--- src/rtl/utf8ws_pkg.sv ---
// ----------------------------------------------------------------------------
// utf8ws_pkg
// Shared types for the UTF-8 word splitter: result kinds and the per-item
// burst descriptor passed from the decoder to the output sequencer.
// ----------------------------------------------------------------------------
package utf8ws_pkg;

  localparam int unsigned CodeW  = 21;  // code point width
  localparam int unsigned CountW = 3;   // holds 0..6 results per item

  typedef enum logic [1:0] {
    KIND_BYTE      = 2'd0,
    KIND_TOKEN_END = 2'd1,
    KIND_TEXT_END  = 2'd2
  } kind_e;

  // What follows the token bytes of one item
  typedef enum logic [1:0] {
    TAIL_NONE      = 2'd0,
    TAIL_TOKEN_END = 2'd1,
    TAIL_TEXT_END  = 2'd2
  } tail_e;

  // Results of one input item, in order:
  // optional token end, 0..4 token bytes, optional tail mark.
  typedef struct packed {
    logic              pre_close;
    logic [2:0]        byte_cnt;
    logic [3:0][7:0]   bytes;
    tail_e             tail;
  } burst_t;

endpackage

--- src/rtl/utf8ws_if.sv ---
// ----------------------------------------------------------------------------
// utf8ws_in_if / utf8ws_out_if
// Valid/ready channels for text bytes in and token results out.
// ----------------------------------------------------------------------------
interface utf8ws_in_if;
  logic       valid;
  logic       ready;
  logic [7:0] in_byte;
  logic       end_of_text;

  modport source (output valid, output in_byte, output end_of_text, input ready);
  modport sink   (input valid, input in_byte, input end_of_text, output ready);
endinterface

interface utf8ws_out_if;
  logic       valid;
  logic       ready;
  logic [1:0] kind;
  logic [7:0] out_byte;
  logic       last;

  modport source (output valid, output kind, output out_byte, output last, input ready);
  modport sink   (input valid, input kind, input out_byte, input last, output ready);
endinterface

--- src/rtl/utf8_word_splitter_core.sv ---
// ----------------------------------------------------------------------------
// utf8_word_splitter_core
// UTF-8 byte stream to word tokens: decode, classify, re-encode kept
// characters and emit token bytes, token-end and text-end marks.
// ----------------------------------------------------------------------------
//  channel | dir | payload                    | accepted when
//  in_i    | in  | in_byte, end_of_text       | in_i.valid & in_i.ready
//  out_o   | out | kind, out_byte, last       | out_o.valid & out_o.ready
//
//  An item is decoded in the cycle it is accepted; its 0..6 results go to a
//  burst register and leave through the output register one per cycle
//  while the output is not stalled. A new item is accepted only once the
//  burst register is empty or its last result moves to the output register.
//  Reset (async, active low) clears decoder state and closes any word.
//  Output stalls back up into the burst register, then into in_i.ready.
// ----------------------------------------------------------------------------
module utf8_word_splitter_core
  import utf8ws_pkg::*;
(
  input  logic         clk_i,
  input  logic         rst_ni,
  utf8ws_in_if.sink    in_i,
  utf8ws_out_if.source out_o
);

  // --- decode ---------------------------------------------------------------
  logic   in_acc;
  burst_t burst_d;

  assign in_acc = in_i.valid & in_i.ready;

  utf8ws_decode u_decode (
    .clk_i         (clk_i),
    .rst_ni        (rst_ni),
    .accept_i      (in_acc),
    .in_byte_i     (in_i.in_byte),
    .end_of_text_i (in_i.end_of_text),
    .burst_o       (burst_d)
  );

  // number of results for the incoming item
  logic [CountW-1:0] total_d;
  assign total_d = {2'd0, burst_d.pre_close} + burst_d.byte_cnt
                 + {2'd0, (burst_d.tail != TAIL_NONE)};

  // --- burst register -------------------------------------------------------
  burst_t            burst_q;
  logic              burst_vq;
  logic [CountW-1:0] pos_q;
  logic [CountW-1:0] total_q;

  logic out_vq;
  logic out_free;   // output register can take an item this cycle
  logic move;       // burst head moves to output register
  logic burst_done; // last result of the burst moves

  assign out_free   = !out_vq | out_o.ready;
  assign move       = burst_vq & out_free;
  assign burst_done = move & (pos_q == total_q - 3'd1);
  assign in_i.ready = !burst_vq | burst_done;

  always_ff @(posedge clk_i or negedge rst_ni) begin
    if (!rst_ni) begin
      burst_vq <= 1'b0;
      pos_q    <= '0;
      total_q  <= '0;
    end else if (in_acc) begin
      burst_vq <= (total_d != '0);
      pos_q    <= '0;
      total_q  <= total_d;
    end else if (burst_done) begin
      burst_vq <= 1'b0;
    end else if (move) begin
      pos_q <= pos_q + 3'd1;
    end
  end

  always_ff @(posedge clk_i) begin
    if (in_acc) begin
      burst_q <= burst_d;
    end
  end

  // --- pick the result at pos_q ---------------------------------------------
  kind_e             sel_kind;
  logic [7:0]        sel_byte;
  logic [CountW-1:0] byte_pos;

  assign byte_pos = pos_q - {2'd0, burst_q.pre_close};

  always_comb begin
    sel_byte = '0;
    if (burst_q.pre_close && pos_q == '0) begin
      sel_kind = KIND_TOKEN_END;
    end else if (byte_pos < burst_q.byte_cnt) begin
      sel_kind = KIND_BYTE;
      sel_byte = burst_q.bytes[byte_pos[1:0]];
    end else begin
      case (burst_q.tail)
        TAIL_TEXT_END: sel_kind = KIND_TEXT_END;
        default:       sel_kind = KIND_TOKEN_END;
      endcase
    end
  end

  // --- output register ------------------------------------------------------
  kind_e      out_kind_q;
  logic [7:0] out_byte_q;
  logic       out_last_q;

  always_ff @(posedge clk_i or negedge rst_ni) begin
    if (!rst_ni) begin
      out_vq <= 1'b0;
    end else if (out_free) begin
      out_vq <= move;
    end
  end

  always_ff @(posedge clk_i) begin
    if (move) begin
      out_kind_q <= sel_kind;
      out_byte_q <= sel_byte;
      out_last_q <= (pos_q == total_q - 3'd1);
    end
  end

  assign out_o.valid    = out_vq;
  assign out_o.kind     = out_kind_q;
  assign out_o.out_byte = out_byte_q;
  assign out_o.last     = out_last_q;

`ifndef SYNTHESIS
  a_burst_pos: assert property (@(posedge clk_i) disable iff (!rst_ni)
    burst_vq |-> (total_q != '0 && pos_q < total_q))
    else $error("burst position out of range");

  a_mark_zero: assert property (@(posedge clk_i) disable iff (!rst_ni)
    (out_vq && out_kind_q != KIND_BYTE) |-> (out_byte_q == '0))
    else $error("mark item carries a nonzero byte");

  a_text_end_last: assert property (@(posedge clk_i) disable iff (!rst_ni)
    (out_vq && out_kind_q == KIND_TEXT_END) |-> out_last_q)
    else $error("text end is not the last result");

  a_burst_cont: assert property (@(posedge clk_i) disable iff (!rst_ni)
    (move && !burst_done) |=> (burst_vq && pos_q == $past(pos_q) + 3'd1))
    else $error("burst lost before its last result");
`endif

endmodule

--- src/rtl/utf8ws_decode.sv ---
// ----------------------------------------------------------------------------
// utf8ws_decode
// Streaming UTF-8 decoder and classifier. Holds decoder and word state and
// turns one accepted item into a burst descriptor in the same cycle.
// ----------------------------------------------------------------------------
module utf8ws_decode
  import utf8ws_pkg::*;
(
  input  logic       clk_i,
  input  logic       rst_ni,
  input  logic       accept_i,
  input  logic [7:0] in_byte_i,
  input  logic       end_of_text_i,
  output burst_t     burst_o
);

  logic [CodeW-1:0] partial_q, partial_d;
  logic [1:0]       need_q, need_d;
  logic             word_open_q, word_open_d;

  function automatic logic is_cjk(input logic [CodeW-1:0] c);
    is_cjk = (c >= 21'h04E00 && c <= 21'h09FFF) ||
             (c >= 21'h03400 && c <= 21'h04DBF) ||
             (c >= 21'h20000 && c <= 21'h2A6DF) ||
             (c >= 21'h2A700 && c <= 21'h2CEAF) ||
             (c >= 21'h0F900 && c <= 21'h0FAFF) ||
             (c >= 21'h2F800 && c <= 21'h2FA1F);
  endfunction

  function automatic logic is_space(input logic [CodeW-1:0] c);
    is_space = c == 21'h20 || (c >= 21'h09 && c <= 21'h0D) || c == 21'hA0 ||
               c == 21'h3000 || (c >= 21'h2000 && c <= 21'h200A);
  endfunction

  function automatic logic is_kept(input logic [CodeW-1:0] c);
    is_kept = c == 21'h27 ||
              (c >= 21'h30 && c <= 21'h39) ||
              (c >= 21'h41 && c <= 21'h5A) ||
              (c >= 21'h61 && c <= 21'h7A) ||
              (c >= 21'h00C0 && c <= 21'h024F) ||
              (c >= 21'h0370 && c <= 21'h04FF) ||
              (c >= 21'h3040 && c <= 21'h30FF) ||
              (c >= 21'hAC00 && c <= 21'hD7A3) ||
              (c >= 21'hFF10 && c <= 21'hFF19) ||
              (c >= 21'hFF21 && c <= 21'hFF3A) ||
              (c >= 21'hFF41 && c <= 21'hFF5A);
  endfunction

  logic             as_lead;
  logic             have_code;
  logic [CodeW-1:0] code;
  logic [CodeW-1:0] cont_code;
  logic [2:0]       enc_cnt;
  logic [3:0][7:0]  enc_bytes;

  assign cont_code = {partial_q[CodeW-7:0], in_byte_i[5:0]};

  // UTF-8 re-encode of the completed code point
  always_comb begin
    enc_bytes = '0;
    if (code < 21'h80) begin
      enc_cnt      = 3'd1;
      enc_bytes[0] = code[7:0];
    end else if (code < 21'h800) begin
      enc_cnt      = 3'd2;
      enc_bytes[0] = {3'b110, code[10:6]};
      enc_bytes[1] = {2'b10, code[5:0]};
    end else if (code < 21'h10000) begin
      enc_cnt      = 3'd3;
      enc_bytes[0] = {4'b1110, code[15:12]};
      enc_bytes[1] = {2'b10, code[11:6]};
      enc_bytes[2] = {2'b10, code[5:0]};
    end else begin
      enc_cnt      = 3'd4;
      enc_bytes[0] = {5'b11110, code[20:18]};
      enc_bytes[1] = {2'b10, code[17:12]};
      enc_bytes[2] = {2'b10, code[11:6]};
      enc_bytes[3] = {2'b10, code[5:0]};
    end
  end

  always_comb begin
    partial_d   = partial_q;
    need_d      = need_q;
    word_open_d = word_open_q;
    burst_o     = '0;
    as_lead     = 1'b1;
    have_code   = 1'b0;
    code        = '0;

    if (end_of_text_i) begin
      partial_d         = '0;
      need_d            = '0;
      word_open_d       = 1'b0;
      burst_o.pre_close = word_open_q;
      burst_o.tail      = TAIL_TEXT_END;
    end else begin
      if (need_q != 2'd0) begin
        if (in_byte_i[7:6] == 2'b10) begin
          as_lead   = 1'b0;
          partial_d = cont_code;
          need_d    = need_q - 2'd1;
          if (need_q == 2'd1) begin
            have_code = 1'b1;
            code      = cont_code;
          end
        end else begin
          // broken sequence: drop it, reuse the byte as a lead
          partial_d = '0;
          need_d    = '0;
        end
      end
      if (as_lead) begin
        if (!in_byte_i[7]) begin
          have_code = 1'b1;
          code      = {13'd0, in_byte_i};
        end else if (in_byte_i[7:5] == 3'b110) begin
          partial_d = {16'd0, in_byte_i[4:0]};
          need_d    = 2'd1;
        end else if (in_byte_i[7:4] == 4'b1110) begin
          partial_d = {17'd0, in_byte_i[3:0]};
          need_d    = 2'd2;
        end else if (in_byte_i[7:3] == 5'b11110) begin
          partial_d = {18'd0, in_byte_i[2:0]};
          need_d    = 2'd3;
        end
      end
      if (have_code) begin
        if (is_cjk(code)) begin
          burst_o.pre_close = word_open_q;
          burst_o.byte_cnt  = enc_cnt;
          burst_o.bytes     = enc_bytes;
          burst_o.tail      = TAIL_TOKEN_END;
          word_open_d       = 1'b0;
        end else if (is_space(code)) begin
          burst_o.pre_close = word_open_q;
          word_open_d       = 1'b0;
        end else if (is_kept(code)) begin
          burst_o.byte_cnt  = enc_cnt;
          burst_o.bytes     = enc_bytes;
          word_open_d       = 1'b1;
        end
      end
    end
  end

  always_ff @(posedge clk_i or negedge rst_ni) begin
    if (!rst_ni) begin
      partial_q   <= '0;
      need_q      <= '0;
      word_open_q <= 1'b0;
    end else if (accept_i) begin
      partial_q   <= partial_d;
      need_q      <= need_d;
      word_open_q <= word_open_d;
    end
  end

endmodule

--- src/flat_wrapper.sv ---
// flat-port wrapper written by rule: the top's interface ports become plain ports
module utf8_word_splitter_core_flat import utf8ws_pkg::*;
  (clk_i, rst_ni, in_i_valid, in_i_in_byte, in_i_end_of_text, in_i_ready, out_o_valid, out_o_kind, out_o_out_byte, out_o_last, out_o_ready);
  utf8ws_in_if in_i_i ();
  utf8ws_out_if out_o_i ();
  input  logic clk_i;
  input  logic rst_ni;
  input wire logic [$bits(in_i_i.valid)-1:0] in_i_valid;
  input wire logic [$bits(in_i_i.in_byte)-1:0] in_i_in_byte;
  input wire logic [$bits(in_i_i.end_of_text)-1:0] in_i_end_of_text;
  output wire logic [$bits(in_i_i.ready)-1:0] in_i_ready;
  output wire logic [$bits(out_o_i.valid)-1:0] out_o_valid;
  output wire logic [$bits(out_o_i.kind)-1:0] out_o_kind;
  output wire logic [$bits(out_o_i.out_byte)-1:0] out_o_out_byte;
  output wire logic [$bits(out_o_i.last)-1:0] out_o_last;
  input wire logic [$bits(out_o_i.ready)-1:0] out_o_ready;
  assign in_i_i.valid = in_i_valid;
  assign in_i_i.in_byte = in_i_in_byte;
  assign in_i_i.end_of_text = in_i_end_of_text;
  assign in_i_ready = in_i_i.ready;
  assign out_o_valid = out_o_i.valid;
  assign out_o_kind = out_o_i.kind;
  assign out_o_out_byte = out_o_i.out_byte;
  assign out_o_last = out_o_i.last;
  assign out_o_i.ready = out_o_ready;
  utf8_word_splitter_core u_core (.clk_i(clk_i), .rst_ni(rst_ni), .in_i(in_i_i), .out_o(out_o_i));
endmodule
--- config.mk ---
export PLATFORM = sky130hd
export DESIGN_NAME = utf8_word_splitter_core_flat
export DESIGN_NICKNAME = d
export VERILOG_FILES = /design/src/rtl/utf8ws_pkg.sv /design/src/rtl/utf8ws_if.sv /design/src/rtl/utf8_word_splitter_core.sv /design/src/rtl/utf8ws_decode.sv /design/src/flat_wrapper.sv
export SDC_FILE = /design/constraint.sdc
export NUM_CORES = 1
export LEC_CHECK = 0
export ABC_AREA = 1
export BUFFER_PORTS_ARGS = -buffer_cell sky130_fd_sc_hd__clkbuf_2
export CAP_MARGIN = 20
export CORE_MARGIN = 5
export CORE_UTILIZATION = 45
export CTS_CLUSTER_SIZE = 12
export DETAILED_ROUTE_END_ITERATION = 10
export GPL_ROUTABILITY_DRIVEN = 0
export HOLD_SLACK_MARGIN = 0.12
export MAX_ROUTING_LAYER = met4
export PLACE_DENSITY = 0.62
export SLEW_MARGIN = 20
export SYNTH_ARGS = -nofsm -noshare
export SYNTH_HDL_FRONTEND = slang
export SYNTH_SLANG_ARGS = --single-unit
--- constraint.sdc ---
create_clock -name clk_i -period 3.9 [get_ports clk_i]
set_clock_uncertainty 0.05 [all_clocks]
set_input_delay 0.195 -clock clk_i [delete_from_list [all_inputs] [get_ports clk_i]]
set_output_delay 0.195 -clock clk_i [all_outputs]
set_load 0.01 [all_outputs]
==> reports/metrics.cfg <==
[timing]
setup_viol=0
whs_ns=0.211
min_period_ns=3.73
fin_setup_tns_ns=0
final_hold_viol_count=0
fin_crit_sh_pct=95.6
max_slew_margin_pct=35.0
tightest_slew_ns=0.968
timing.fmax_mhz=268
drv_slew=0

[placement]
dp_hpwl_um=14500
io_buffers=25
place_area_sq_mm=0.00640

[clock_tree]
cts_tree=yes
htreeDepth=3
clkTransAtPathRegs_ns=0.06
cts-buffers-inserted=9
cts-root-buf=clkbuf_16
clock_sinks=72
clock_latency_ns=0.33
cts_max_path_buffers=2

[logic_synthesis]
async_flop_share_pct=36.1
yosysMostFrequentCell=nand2_1
synthesis.nets=892
synthDistinctLibCells=53
synth.avg_cell_area_sq_um=6.80
synth.area.top_cells=edfxtp_1, nand2_1, dfrtp_1
yosys_warnings=0
ys.flop_type=edfxtp_1
synth_cells=868
yosysTopAreaCell=edfxtp_1
yosys-top-cells-count=nand2_1, nor2_1, inv_1
netlist_area_sq_mm=0.00590
synth-seq-cells=72
synth_top_area_share_pct=23.4
synth_edf_count=46
ys_seq_area_share_pct=34.4

[power]
p_int_mw=2.12
p_sw_share_pct=39.9
p_leak_nw=3.30
p_switching_mw=1.40
power_mw=3.52
p_per_area_mw_per_mm2=501
seqPwrFrac_pct=34.6
ir_drop_mv=0.362
pwr-share-comb_pct=43.2
clock_power_share_pct=22.2

[detailed_routing]
vias=6275
ant_nets=0
drtPass1Iterations=6
totalWireLength_um=18700
drc=0
wire_per_inst_um=16.9
viasPerCell=5.67
drt_first_iter_violations=875

[finish]
drive_above_1_share_pct=19.0
finalNetCount=952
fill_cells=1284
fin_area_sq_mm=0.00703
syn2layout_area_growth_pct=19.1

[floorplanning]
num_rows=41
pin_count=26
die_y_um=125
design.die.area_sq_mm=0.0155
core_area_sq_mm=0.0127
initial_core_util_pct=46.4
die_w_um=125

[global_routing]
antenna_found_initial=1
overflow=0
grt_usage_pct=24.3
grt_first_pass_wirelength_um=30000
grt_start_max_net_pins=42
grt_pass1_vias=5970

[job]
cap_violations=0

[critical_path]
path_class=reg -> reg
crit_required_ns=4.07
end_kind=flip-flop
ff2ff_path_depth=18
worstPathMaxFanout=18
crit_arrival_ns=3.90
start_kind=flip-flop

[outcome]
status=finished clean

[worst_hold_path]
min_path_cells=3
min_path_type=in -> reg

## worst max-delay path: stages, from the launching register on
cell     delay, ns
dfrtp_1       0.42
inv_2         0.12
ha_4          0.17
inv_4         0.07
buf_12        0.17
nand2_1       0.21
nand2_1       0.17
nor2_2        0.16
inv_2         0.08
nor2_4        0.13
nand3_1       0.11
o21ai_0       0.28
nand2_1       0.12
nor2_1        0.21
a21oi_1       0.15
fa_1          0.46
ha_4          0.24
o31ai_1       0.22
nand2_1       0.07
## worst paths after layout
check	slack [ns]	startpoint	endpoint
min	0.21	in_i_in_byte[1]	u_core.u_decode.partial_q[1]
max	0.17	u_core.u_decode.need_q[0]	u_core.burst_vq
max in group asynchronous	2.99	rst_ni	u_core.pos_q[2]
min reg2reg	0.45	u_core.total_q[2]	u_core.total_q[2]
max reg2reg	0.17	u_core.u_decode.need_q[0]	u_core.burst_vq
min in group asynchronous	0.38	rst_ni	u_core.u_decode.need_q[1]
## power groups by stage
| stage | sequential [mW] | combinational, mW | clock, mW |
|---|---|---|---|
| finish | 1.22 | 1.52 | 0.783 |
| global route | 1.24 | 1.68 | 0.841 |
| CTS | 1.21 | 1.42 | 0.811 |
| detailed placement | 1.22 | 1.40 | 0 |
| global placement | 1.22 | 1.38 | 0 |
| floorplan | 1.23 | 0.976 | 0 |
## what timing repair did
| action | 4_1_cts | 5_1_grt |
|---|---|---|
| endpoints found under the setup margin | 1 | 3 |
| hold buffers | 3 | 0 |
| cloned | 0 | 1 |
| resized for setup | 1 | 55 |
| endpoints found under the hold margin | 28 | 0 |
| setup buffers | 0 | 10 |
| pin swaps | 0 | 14 |
## state kept, by name, summed over array words and instances (netlist names)
register and flops:
u_core.out_o.last 1, u_core.burst_vq 1, u_core.u_decode.need_q 2, u_core.total_q 3
u_core.u_decode.word_open_q 1, u_core.out_o.valid 1, u_core.out_o.kind 2, u_core.burst_q 35
u_core.u_decode.partial_q 15, u_core.pos_q 3, u_core.out_o.out_byte 8
## logic make-up after synthesis
kind of cell | Yosys count | share of synthesized area (%)
fa+ha+maj | 11 | 2.46
compound gates | 139 | 14.3
simple gates | 499 | 38.1
flops | 72 | 34.4
buf+inv | 143 | 10.2
xor+xnor | 4 | 0.594
## cell type report
type,count,area [sq um],area share (%)
Antenna cell,1,2.50,0.0356
Clock inverter,7,62.6,0.890
Inverter,114,434,6.18
Timing Repair Buffer,78,597,8.49
Sequential cell,72,2030,28.9
Multi-Input combinational cell,653,3460,49.2
Tap cell,172,215,3.06
Clock buffer,9,225,3.20
## stage by stage
| step | setup WS [ns] | instances | util (%) |
|---|---|---|---|
| 2_1_floorplan | 0.376 | 868 | - |
| 3_3_place_gp | 0.0280 | 1075 | 50.3 |
| 3_5_place_dp | -0.00284 | 1075 | 50.3 |
| 4_1_cts | 0.00787 | 1094 | 52.9 |
| 5_1_grt | -0.0123 | 1106 | 55.3 |
| 6_report | 0.170 | 1106 | 55.3 |
## cell usage in the layout, fill, tap and decap left out, types with 7 or more instances in the layout
master	netlist	routed
dfrtp_1	26	26
buf_4	4	44
clkbuf_16	0	10
clkbuf_2	0	25
a32oi_1	13	13
nand2_1	210	200
edfxtp_1	46	46
inv_1	104	99
o22ai_1	13	13
nand2_2	9	15
nor2_2	14	21
ha_1	10	7
a21oi_1	28	28
nor3_1	13	12
nor2_1	152	140
nand4_1	13	13
nand2_4	5	9
nand3_1	63	58
inv_2	7	10
nor2_4	8	13
o21ai_0	56	54
## per-layer routing
metal,up-vias,wire (um),global-route usage (%)
li1,3002,-,-
met1,2855,7460,29.2
met2,339,8730,38.7
met3,79,1560,5.15
met4,0,950,12.3
met5,-,0,-
Note: power is estimated with default switching activity, not from simulation.
